$ cat src/rtl/core/q24alu_pkg.sv
// Shared constants, action and status codes, and the sideband type of the Q24.8 ALU.
package q24alu_pkg;

  // Default format: 32-bit raw word, 8 fraction bits
  localparam int FRAC_BITS_DEF = 8;
  localparam int WORD_BITS_DEF = 32;

  localparam int ACT_W    = 4;
  localparam int STATUS_W = 2;

  // Action codes
  localparam logic [ACT_W-1:0] ACT_ADD    = 4'd0;
  localparam logic [ACT_W-1:0] ACT_SUB    = 4'd1;
  localparam logic [ACT_W-1:0] ACT_MUL    = 4'd2;
  localparam logic [ACT_W-1:0] ACT_DIV    = 4'd3;
  localparam logic [ACT_W-1:0] ACT_GT     = 4'd4;
  localparam logic [ACT_W-1:0] ACT_LT     = 4'd5;
  localparam logic [ACT_W-1:0] ACT_GE     = 4'd6;
  localparam logic [ACT_W-1:0] ACT_LE     = 4'd7;
  localparam logic [ACT_W-1:0] ACT_EQ     = 4'd8;
  localparam logic [ACT_W-1:0] ACT_NE     = 4'd9;
  localparam logic [ACT_W-1:0] ACT_MIN    = 4'd10;
  localparam logic [ACT_W-1:0] ACT_MAX    = 4'd11;
  localparam logic [ACT_W-1:0] ACT_INC    = 4'd12;
  localparam logic [ACT_W-1:0] ACT_DEC    = 4'd13;
  localparam logic [ACT_W-1:0] ACT_TO_INT = 4'd14;

  // Status codes
  localparam logic [STATUS_W-1:0] ST_OK   = 2'd0;
  localparam logic [STATUS_W-1:0] ST_OVF  = 2'd1;
  localparam logic [STATUS_W-1:0] ST_DIVZ = 2'd2;

  // Per-word control that rides along the pipeline
  typedef struct packed {
    logic [ACT_W-1:0]    action;
    logic                compare_true;
    logic [STATUS_W-1:0] status;
  } side_t;

endpackage

$ cat src/rtl/core/q24alu_ctrl.sv
// Pipeline control: per-stage valid bits and load enables that close up bubbles.
module q24alu_ctrl #(
  parameter int STAGES = q24alu_pkg::WORD_BITS_DEF + q24alu_pkg::FRAC_BITS_DEF + 3
) (
  input  logic              clk,
  input  logic              rst_n,
  input  logic              in_valid,
  input  logic              out_ready,
  output logic              in_ready,
  output logic              out_valid,
  output logic [STAGES-1:0] en
);
  logic [STAGES-1:0] vld_r;

  // Last stage loads when empty or taken; others also when they or a later stage is empty
  assign en[STAGES-1] = !vld_r[STAGES-1] || out_ready;
  for (genvar k = 0; k < STAGES - 1; k++) begin : g_en
    assign en[k] = en[STAGES-1] || !(&vld_r[STAGES-2:k]);
  end

  // Move valid bits with the words
  always_ff @(posedge clk) begin
    if (!rst_n) begin
      vld_r <= '0;
    end else begin
      if (en[0]) begin
        vld_r[0] <= in_valid;
      end
      for (int k = 1; k < STAGES; k++) begin
        if (en[k]) begin
          vld_r[k] <= vld_r[k-1];
        end
      end
    end
  end

  assign in_ready  = en[0];
  assign out_valid = vld_r[STAGES-1];

endmodule

$ cat config.mk
export PLATFORM = sky130hd
export DESIGN_NAME = q24alu_ctrl
export DESIGN_NICKNAME = d
export VERILOG_FILES = /design/src/rtl/core/q24alu_pkg.sv /design/src/rtl/core/q24alu_ctrl.sv
export SDC_FILE = /design/constraint.sdc
export NUM_CORES = 1
export LEC_CHECK = 0
export BUFFER_PORTS_ARGS = -buffer_cell sky130_fd_sc_hd__clkbuf_2
export CAP_MARGIN = 20
export CORE_MARGIN = 2
export CORE_UTILIZATION = 56
export CTS_CLUSTER_SIZE = 20
export DETAILED_ROUTE_END_ITERATION = 10
export GPL_TIMING_DRIVEN = 0
export PLACE_DENSITY = 0.9
export SYNTH_ARGS = -nofsm -noshare
export SYNTH_HDL_FRONTEND = slang
export SYNTH_SLANG_ARGS = --single-unit
$ cat constraint.sdc
create_clock -name clk -period 2.4 [get_ports clk]
set_input_delay 0 -clock clk [delete_from_list [all_inputs] [get_ports clk]]
set_output_delay 0 -clock clk [all_outputs]
set_load 0.1 [all_outputs]
==> out/metrics.yaml, run 1 <==
synth:
  synth_mux_area_frac: 0
  synth_top_area_share: 0.4368
  avgSynthCellArea_um2: 7.820
  synth_compound_area_frac: 0.1454
  synth_cell_types: 30
  yosys.area_share.simple: 0.3429
  synth_xor_area_frac: 0
  synth_top_family_by_area: "simple AND/OR/NAND/NOR gates"
  synthesis.nets: 256
  yosys-top-cells-area: "dfxtp_1 44%, nand2_1 9.3%, nand3_1 6.3%, nand4_1 6.3%, o21ai_0 4.1%"
  synth_area_leader_cell: "dfxtp_1"
  ys_ff_latch: 43
  synth_warnings: 0
  synth_seq_area_share: 0.4368
  synth-adder-area-share: 0
  syn-instance-count: 252
  syn_area_mm2: 0.001971
hold_path:
  min_from: "rst_n"
  min_path_type: "in -> reg"
  hold_depth: 3
  hold_path_end: "vld_r[3]"
finish:
  final_core_util: 0.7188
  fillerInstances: 296
  n_antenna_cell: 0
  fin_area_mm2: 0.002417
  largest_reg_flops: 43
  drive_above_1_share: 0.2484
  syn2layout_area_growth_pct: 22.67
  largest-register: "vld_r"
  num-nets-final: 313
  top_regs: "vld_r (43)"
  fin_cells: 356
sta:
  worst_slew_pin_slew_ns: 0.5491
  maxSlewHeadroom: 0.6355
  timing.final.crit_period_ns: 2.286
  post-route-period-util: 0.9523
  fmax_mhz: 437.5
  setup_violations: 0
  slew_viol_final: 0
  final_hold_viol_count: 0
  worst_clock_skew_ns: 0.009404
  grt_setup_unrepaired: "no"
  whs_ns: 0.1145
critical_path:
  crit_cells: 8
  critPathTopFamily: "buffers and inverters"
  critPathLaunchType: "register"
  end_kind: "primary output"
  cp.buffers_inverters: 4
  timing.reg2reg.setup_slack_ns: 0.45
  critPathKind: "reg -> out"
  path_max_fanout: 7
  startpoint: "vld_r[42]"
  slowest_stage: "clkbuf_2"
  ff2ff_path_depth: 6
  reg2reg_to: "vld_r[3]"
  cp.required_ns: 2.40
  critPathMostFrequentCell: "clkbuf_2"
  crit_arrival_ns: 2.29
  path_cells: "and4b_1, buf_4, and3_1, clkbuf_2, and4_1, clkbuf_2, nand2_1, clkbuf_2"
  critPathMaxStageDelay_ns: 0.45
  reg2reg_from: "vld_r[25]"
cts:
  numCtsBuffers: 5
  clock-sinks: 43
  cts_buffer_depth: 2
  clk_latency_ns: 0.36
  path_clk_slew_ns: 0.13
  cts-root-buf: "clkbuf_4"
  h-tree-depth: 2
  cts_tree: "yes"
power_and_ir_drop:
  powerDensity_mw_per_mm2: 466.4
  power_leakage_nw: 0.8250
  peakVddDrop_uv: 352.0
  p_total_w: 0.001128
placed_design:
  place_inst: 345
  gp_congestion: 0.8720
  dp_hpwl_mm: 3.454
  placed_cell_area_mm2: 0.002298
  io_buffers: 47
floorplanning:
  placementRows: 21
  start_util: 0.5859
  fp.dieW_um: 63.32
  ios: 49
  core_region_area_mm2: 0.003363
  fp.dieH_um: 63.32
  design.die.area_mm2: 0.004009
detailed_routing:
  drcViolationCount: 0
  via_count: 2019
  via_per_inst: 5.671
  first_pass_iters: 5
  wire_per_inst_um: 13.68
  postRouteAntennaNets: 0
  drt_iter0_drc: 139
  wl_mm: 4.871
run:
  cap_violations: 0
global_routing:
  grt-busiest-layer: "met2"
  use_met2: 0.4171
  antenna_found_initial: 0
  grt_pass1_vias: 1785
  overflow: 0
  grt_max_degree: 14
  use_met1: 0.3273
  grt_pass1_wl_mm: 8.169
  track_usage: 0.2559
  met3_usage: 0.06250
status:
  status: "completed"
## layout by cell type (no fill, tap or decap), types with 3 or more instances in the layout
cell and instances:
nand2_1 49, and4_1 6, a21oi_1 3, nand3_1 25
inv_1 17, o41ai_1 4, clkbuf_4 5, and3_1 6
buf_6 3, nand4_1 20, o21ai_0 16, nor2_1 6
o21a_1 10, a21boi_0 6, clkbuf_2 44, dfxtp_1 40
clkbuf_1 8, buf_2 6, or2_2 3, nor2b_1 4
## worst reg2reg max path: cells and delay by family, from the launching register on
kind	cells	cell delay [ns]
buf+inv	2	0.35
simple gates	3	0.76
flops	1	0.32
compound gates	1	0.41
## what timing repair did
item / 4_1_cts / 5_1_grt
gates resized for setup: 2 / 13
endpoints found under the setup margin: 11 / 11
pin swaps: 1 / 2
endpoints found under the hold margin: 2 / 0
setup buffers: 0 / 1
hold buffers: 2 / 0
## layer usage
| layer | part of all wire | vias to the layer above |
|---|---|---|
| met5 | 0 | - |
| met4 | 0.013 | 0 |
| met3 | 0.065 | 7 |
| met2 | 0.50 | 69 |
| met1 | 0.43 | 940 |
| li1 | - | 1003 |
## cell type report
class                   instances  area (um2)  share of cell area
multi-input cells             175       998.5              0.4130
flip-flops and latches         43       867.1              0.3587
repair buffers                 50       269.0              0.1113
plain buffers                  16       95.09             0.03934
inverters                      18       70.07             0.02899
well taps                      46       57.56             0.02381
clock buffers                   7       55.05             0.02277
clock inverters                 1       5.005            0.002070
## cell families after synthesis
group	count (synthesis)
compound gates	43
flops	43
buf+inv	34
simple gates	132
## power by group
group,internal (W),switching [W],leakage [nW]
combinational,0.00000985,0.0000195,0.441
clock,0.000142,0.000238,0.0353
sequential,0.000715,0.00000254,0.349
total,0.000867,0.000260,0.825
## worst max path at each step
| stage | endpoint | slack [ns] |
|---|---|---|
| after global routing | en[4] | 0.002 |
| after detailed placement | en[0] | 0.18 |
| after global placement | en[0] | 0.19 |
| final | en[12] | 0.11 |
| after floorplan | en[0] | -0.56 |
| after CTS | en[19] | 0.03 |
## metrics by stage
step                setup WS (ns)  TNS [ns]
finish                     0.1145         0
global route             0.002008         0
CTS                       0.02801         0
detailed placement         0.1771         0
global placement           0.1868         0
floorplan                 -0.5580   -0.7285
## cell usage after synthesis
master     n
o41ai_1    4
buf_6      1
and4b_1    1
a21boi_0   7
o31ai_2    1
inv_1     17
and2_1     3
nor2_1     7
nor2b_1    4
or3_4      1
nand4_1   20
inv_4      1
nor4_1     4
or2_2      3
clkbuf_1  10
and4_1     6
dfxtp_1   43
or3_1      1
buf_4      2
buf_2      2
a21oi_1    3
buf_1      1
o21ai_0   16
o31ai_1    1
nand3_1   25
and3_1     6
o21a_1    10
a22o_1     1
nor3_1     2
nand2_1   49
No activity file was read; power rests on OpenSTA's default activity.
==> run 2, diff against run 1 <==
Settings changed: CORE_MARGIN 2 to unset.
==> out/metrics.yaml, run 2 (same netlist as run 1, synthesis figures left out) <==
sta:
  slew_viol_final: 0  # unchanged
  worst_slew_pin_slew_ns: 0.5565  # +0.007404 ns
  worst_clock_skew_ns: 0.01854  # +0.009138 ns
  setup_violations: 0  # unchanged
  tns_ns: 0  # unchanged
  timing.final.crit_period_ns: 2.328  # +0.04245 ns
  fmax_mhz: 429.6  # -1.8%
  maxSlewHeadroom: 0.6290  # -0.006492
  post-route-period-util: 0.9700  # +0.01769
  final_hold_viol_count: 0  # unchanged
detailed_routing:
  via_count: 2071  # +2.6%
  via_per_inst: 5.817  # +2.6%
  drcViolationCount: 0  # unchanged
  first_pass_iters: 5  # unchanged
  wl_mm: 4.798  # -1.5%
  postRouteAntennaNets: 0  # unchanged
  drt_iter0_drc: 128  # -7.9%
  wire_per_inst_um: 13.48  # -1.5%
critical_path:
  critPathKind: "reg -> out"
  critPathMaxStageDelay_ns: 0.42  # -0.03 ns
  critPathMostFrequentCell: "nand4_1"
  cp.required_ns: 2.40  # about the same
  path_cells: "buf_2, nand4_1, nor4_4, and2_4, buf_6, nand4_1, clkbuf_2"
  critPathLaunchType: "register"
  crit_arrival_ns: 2.33  # +0.04 ns
  end_kind: "primary output"
  slowest_stage: "clkbuf_2"
  path_max_fanout: 10  # +3
cts:
  cts-root-buf: "clkbuf_4"
  h-tree-depth: 2  # unchanged
  cts_tree: "yes"
  numCtsBuffers: 5  # unchanged
  path_clk_slew_ns: 0.12  # about the same
  clk_latency_ns: 0.36  # about the same
  clock-sinks: 43  # unchanged
  cts_buffer_depth: 2  # unchanged
finish:
  largest-register: "vld_r"
  top_regs: "vld_r (43)"
  fin_area_mm2: 0.002402  # -0.62%
  syn2layout_area_growth_pct: 21.90
  drive_above_1_share: 0.2355  # -0.01290
  final_common_cell: "nand2_1"
  largest_reg_flops: 43  # unchanged
  num-nets-final: 313  # unchanged
  n_antenna_cell: 0  # unchanged
  layout_common_cells: "49 x nand2_1, 44 x clkbuf_2, 41 x dfxtp_1"
global_routing:
  use_met2: 0.4519  # +0.03476
  grt-busiest-layer: "met2"
  grt_pass1_vias: 1655  # -7.3%
  met3_usage: 0.05882  # -0.003676
  overflow: 0  # unchanged
  grt_max_degree: 13  # -1
  track_usage: 0.2670  # +0.01110
  antenna_found_initial: 0  # unchanged
  grt_pass1_wl_mm: 7.341  # -10%
  use_met1: 0.3289  # +0.001616
run:
  cap_violations: 0  # unchanged
floorplanning:
  placementRows: 21  # unchanged
  fp.dieH_um: 61.32  # -3.2%
  design.die.area_mm2: 0.003760  # -6.2%
  start_util: 0.5859  # unchanged
  fp.dieW_um: 61.32  # -3.2%
  ios: 49  # unchanged
  core_region_area_mm2: 0.003363  # unchanged
power_and_ir_drop:
  power_leakage_nw: 0.8181  # -0.84%
  powerDensity_mw_per_mm2: 453.4  # -2.8%
  peakVddDrop_uv: 379.9  # +7.9%
placed_design:
  placed_cell_area_mm2: 0.002298  # unchanged
  dp_hpwl_mm: 3.460  # +0.18%
  gp_congestion: 0.9423  # +8.1%
  io_buffers: 47  # unchanged
hold_path:
  min_path_type: "in -> reg"
status:
  status: "completed"
[run 2: critical path, delay by kind of cell (launching register included)]
family	cells	cell delay, ns
simple gates	4	0.92
buf+inv	3	0.73
flops	1	0.32
[run 2: metal layers]
| metal | vias to the layer above | part of all wire |
|---|---|---|
| li1 | 1003 | - |
| met1 | 962 | 0.43 |
| met2 | 94 | 0.48 |
| met3 | 12 | 0.069 |
| met4 | 0 | 0.019 |
| met5 | - | 0 |
[run 2: metrics by stage]
stage	cells	setup WS, ns	hold WS, ns	total power, W	util
after floorplan	252	-0.5580	0.1085	0.0007505	-
after global placement	345	0.2293	0.2089	0.0007597	0.6834
after detailed placement	345	0.2127	0.2097	0.0007603	0.6834
after CTS	355	0.006609	0.07489	0.001087	0.7068
after global routing	356	-0.06917	0.1089	0.001116	0.7143
final	356	0.07202	0.09454	0.001089	0.7143
[run 2: final timing paths]
path / from / to / slack (ns) / depth (start not counted)
max reg2reg: vld_r[25] / vld_r[9] / 0.40 / 5
min reg2reg: vld_r[33] / vld_r[34] / 0.46 / 2
min: rst_n / vld_r[3] / 0.09 / 3
max: vld_r[25] / in_ready / 0.07 / 7
[run 2: area by class of cell]
type                       count  area, um2
clock buffer                   7      45.04
buffer                        16      93.84
multi-input combinational    175      992.2
sequential                    43      865.8
tap                           46      57.56
fill                         299      960.9
timing repair buffer          50      272.8
clock inverter                 1      5.005
inverter                      18      70.07
[run 2: what timing repair did]
item                       in CTS  in global routing
gates resized for setup         2                  7
setup buffers                   0                  1
setup endpoints to repair       9                 16
pin swaps                       0                  1
hold buffers                    2                  0
hold endpoints to repair        2                  0
[run 2: power by group]
| group | internal [W] | leakage (nW) | switching, W | total, W |
|---|---|---|---|---|
| Combinational | 0.00000988 | 0.441 | 0.0000206 | 0.0000305 |
| Clock | 0.000114 | 0.0293 | 0.000227 | 0.000342 |
| Sequential | 0.000715 | 0.348 | 0.00000210 | 0.000717 |
| Total | 0.000839 | 0.818 | 0.000250 | 0.00109 |
==> run 3, diff against run 2 <==
==> constraint.sdc (replaced) <==
create_clock -name clk -period 2.4 [get_ports clk]
set_input_delay 0.36 -clock clk [delete_from_list [all_inputs] [get_ports clk]]
set_output_delay 0.36 -clock clk [all_outputs]
set_load 0.1 [all_outputs]
==> out/metrics.yaml, run 3 (same netlist as run 1, synthesis figures left out) <==
cts:
  numCtsBuffers: 5  # unchanged
  h-tree-depth: 2  # unchanged
  cts_buffer_depth: 2  # unchanged
  path_clk_slew_ns: 0.15  # +0.03 ns
  clock-sinks: 43  # unchanged
  cts-root-buf: "clkbuf_4"
  cts_tree: "yes"
  clk_latency_ns: 0.39  # +0.03 ns
placed_design:
  placed_cell_area_mm2: 0.002361  # +2.7%
  io_buffers: 47  # unchanged
  place_inst: 345  # unchanged
  gp_congestion: 0.8780  # -6.8%
  dp_hpwl_mm: 3.503  # +1.2%
finish:
  final_common_cell: "nand2_1"
  num-nets-final: 328  # +4.8%
  largest_reg_flops: 43  # unchanged
  largest-register: "vld_r"
  n_antenna_cell: 0  # unchanged
  drive_above_1_share: 0.4031  # +0.1676
  top_regs: "vld_r (43)"
  final_core_util: 0.8776  # +0.1633
  fin_cells: 371  # +4.2%
  fin_area_mm2: 0.002952  # +23%
  layout_common_cells: "45 x nand2_1, 24 x dfxtp_1, 21 x buf_4"
  syn2layout_area_growth_pct: 49.78
critical_path:
  cp.required_ns: 2.04  # -0.36 ns
  reg2reg_from: "vld_r[25]"
  path_max_fanout: 8  # -2
  critPathKind: "reg -> out"
  ff2ff_path_depth: 6  # +1
  critPathLaunchType: "register"
  crit_arrival_ns: 2.20  # -0.13 ns
  reg2reg_to: "vld_r[5]"
  timing.reg2reg.setup_slack_ns: 0.14  # -0.26 ns
  end_kind: "primary output"
detailed_routing:
  postRouteAntennaNets: 0  # unchanged
  wl_mm: 6.838  # +43%
  wire_per_inst_um: 18.43  # +37%
  via_count: 2336  # +13%
  first_pass_iters: 8  # +3
  drcViolationCount: 0  # unchanged
  via_per_inst: 6.296  # +8.2%
  drt_iter0_drc: 284  # +120%
floorplanning:
  core_region_area_mm2: 0.003363  # unchanged
  placementRows: 21  # unchanged
  design.die.area_mm2: 0.003760  # unchanged
  ios: 49  # unchanged
  fp.dieH_um: 61.32  # unchanged
  start_util: 0.5859  # unchanged
  fp.dieW_um: 61.32  # unchanged
hold_path:
  hold_depth: 3  # unchanged
  hold_path_end: "vld_r[0]"
  min_from: "in_valid"
  min_path_type: "in -> reg"
global_routing:
  grt_pass1_vias: 1859  # +12%
  overflow: 0  # unchanged
  grt_pass1_wl_mm: 8.721  # +19%
  track_usage: 0.3234  # +0.05648
  antenna_found_initial: 0  # unchanged
  grt_max_degree: 15  # +2
power_and_ir_drop:
  power_frac_comb: 0.022  # -0.006
  powerDensity_mw_per_mm2: 436.9  # -3.6%
  power_leakage_nw: 1.063  # +30%
  seqPwrFrac: 0.553  # -0.105
  peakVddDrop_uv: 487.8  # +28%
  power.share.clock: 0.424  # +0.110
  intPower_w: 0.001000  # +19%
  switching_share: 0.2242  # -0.005176
  p_switching_w: 0.0002891  # +16%
status:
  status: "complete, but fails checks"
  violations: "setup timing"
sta:
  fmax_mhz: 391.2  # -8.9%
  grt_setup_unrepaired: "yes"
  worst_clock_skew_ns: 0.01931  # +0.0007698 ns
  setup_violations: 13  # +13
  timing.final.crit_period_ns: 2.556  # +0.2280 ns
  whs_ns: 0.1893  # +0.09472 ns
  fin_ws_ns: -0.1560  # -0.2280 ns
  final_hold_viol_count: 0  # unchanged
  worst_slew_pin_slew_ns: 0.5558  # -0.0007284 ns
  tns_ns: -1.156  # -1.156 ns
  maxSlewHeadroom: 0.6295  # about the same
  slew_viol_final: 0  # unchanged
  post-route-period-util: 1.065  # +0.09501
run:
  cap_violations: 0  # unchanged
## run 3: cell count changes in the layout (fill, tap and decap cells not counted), sizes merged
cell / delta
bufinv: +1
inv: -2
dlygate4sd3: -2
buf: +32
clkbuf: -16
clkinv: -1
clkinvlp: +3
## run 3: layout make-up
cell class                      instances  area [um2]
Timing Repair Buffer                   66       621.8
Sequential cell                        43       897.1
Buffer                                 15       108.9
Fill cell                             174       411.6
Multi-Input combinational cell        175        1086
Inverter                               18       80.08
Tap cell                               46       57.56
Clock buffer                            6       62.56
Clock inverter                          2       37.54
## run 3: how the worst max path moves through the flow
stage               from     to  slack (ns)  cells after the start
2_1_floorplan  vld_r[42]  en[0]       -0.92                      8
3_3_place_gp   vld_r[25]  en[0]       -0.16                      8
3_5_place_dp   vld_r[25]  en[0]       -0.21                      8
4_1_cts        vld_r[40]  en[0]       -0.08                      9
5_1_grt        vld_r[11]  en[0]       -0.33                      6
6_report       vld_r[17]  en[8]       -0.16                      6
## run 3: power groups by stage
stage | Sequential (W) | Clock [W] | Combinational [W]
2_1_floorplan | 0.000733 | 0 | 0.0000178
3_3_place_gp | 0.000733 | 0 | 0.0000268
3_5_place_dp | 0.000733 | 0 | 0.0000269
4_1_cts | 0.000716 | 0.000533 | 0.0000269
5_1_grt | 0.000714 | 0.000562 | 0.0000308
6_report | 0.000714 | 0.000547 | 0.0000287
## run 3: critical path, stage by stage (launching register included)
cell,delay (ns)
dfxtp_1,0.47
and2_1,0.17
buf_1,0.40
and4_4,0.31
buf_8,0.14
nand4_1,0.11
buf_8,0.20
## run 3: per-stage QoR
step                      total power [W]  setup WS [ns]
after floorplan                 0.0007505        -0.9180
after global placement          0.0007602        -0.1565
after detailed placement        0.0007603        -0.2056
after CTS                        0.001276       -0.07846
after global routing             0.001307        -0.3296
final                            0.001290        -0.1560
## run 3: layer usage
| layer | vias up | wire length (um) | track usage |
|---|---|---|---|
| li1 | 1030 | - | - |
| met1 | 1051 | 2493 | 0.4058 |
| met2 | 202 | 3320 | 0.5559 |
| met3 | 53 | 734 | 0.06933 |
| met4 | 0 | 291 | 0.1006 |
| met5 | - | 0 | 0 |
## run 3: repair_timing
item / CTS / global route
pin swaps: 5 / 3
setup buffers: 5 / 13
hold buffers: 0 / 0
setup endpoints to repair: 32 / 32
gates resized for setup: 73 / 51
gates cloned: 1 / 0
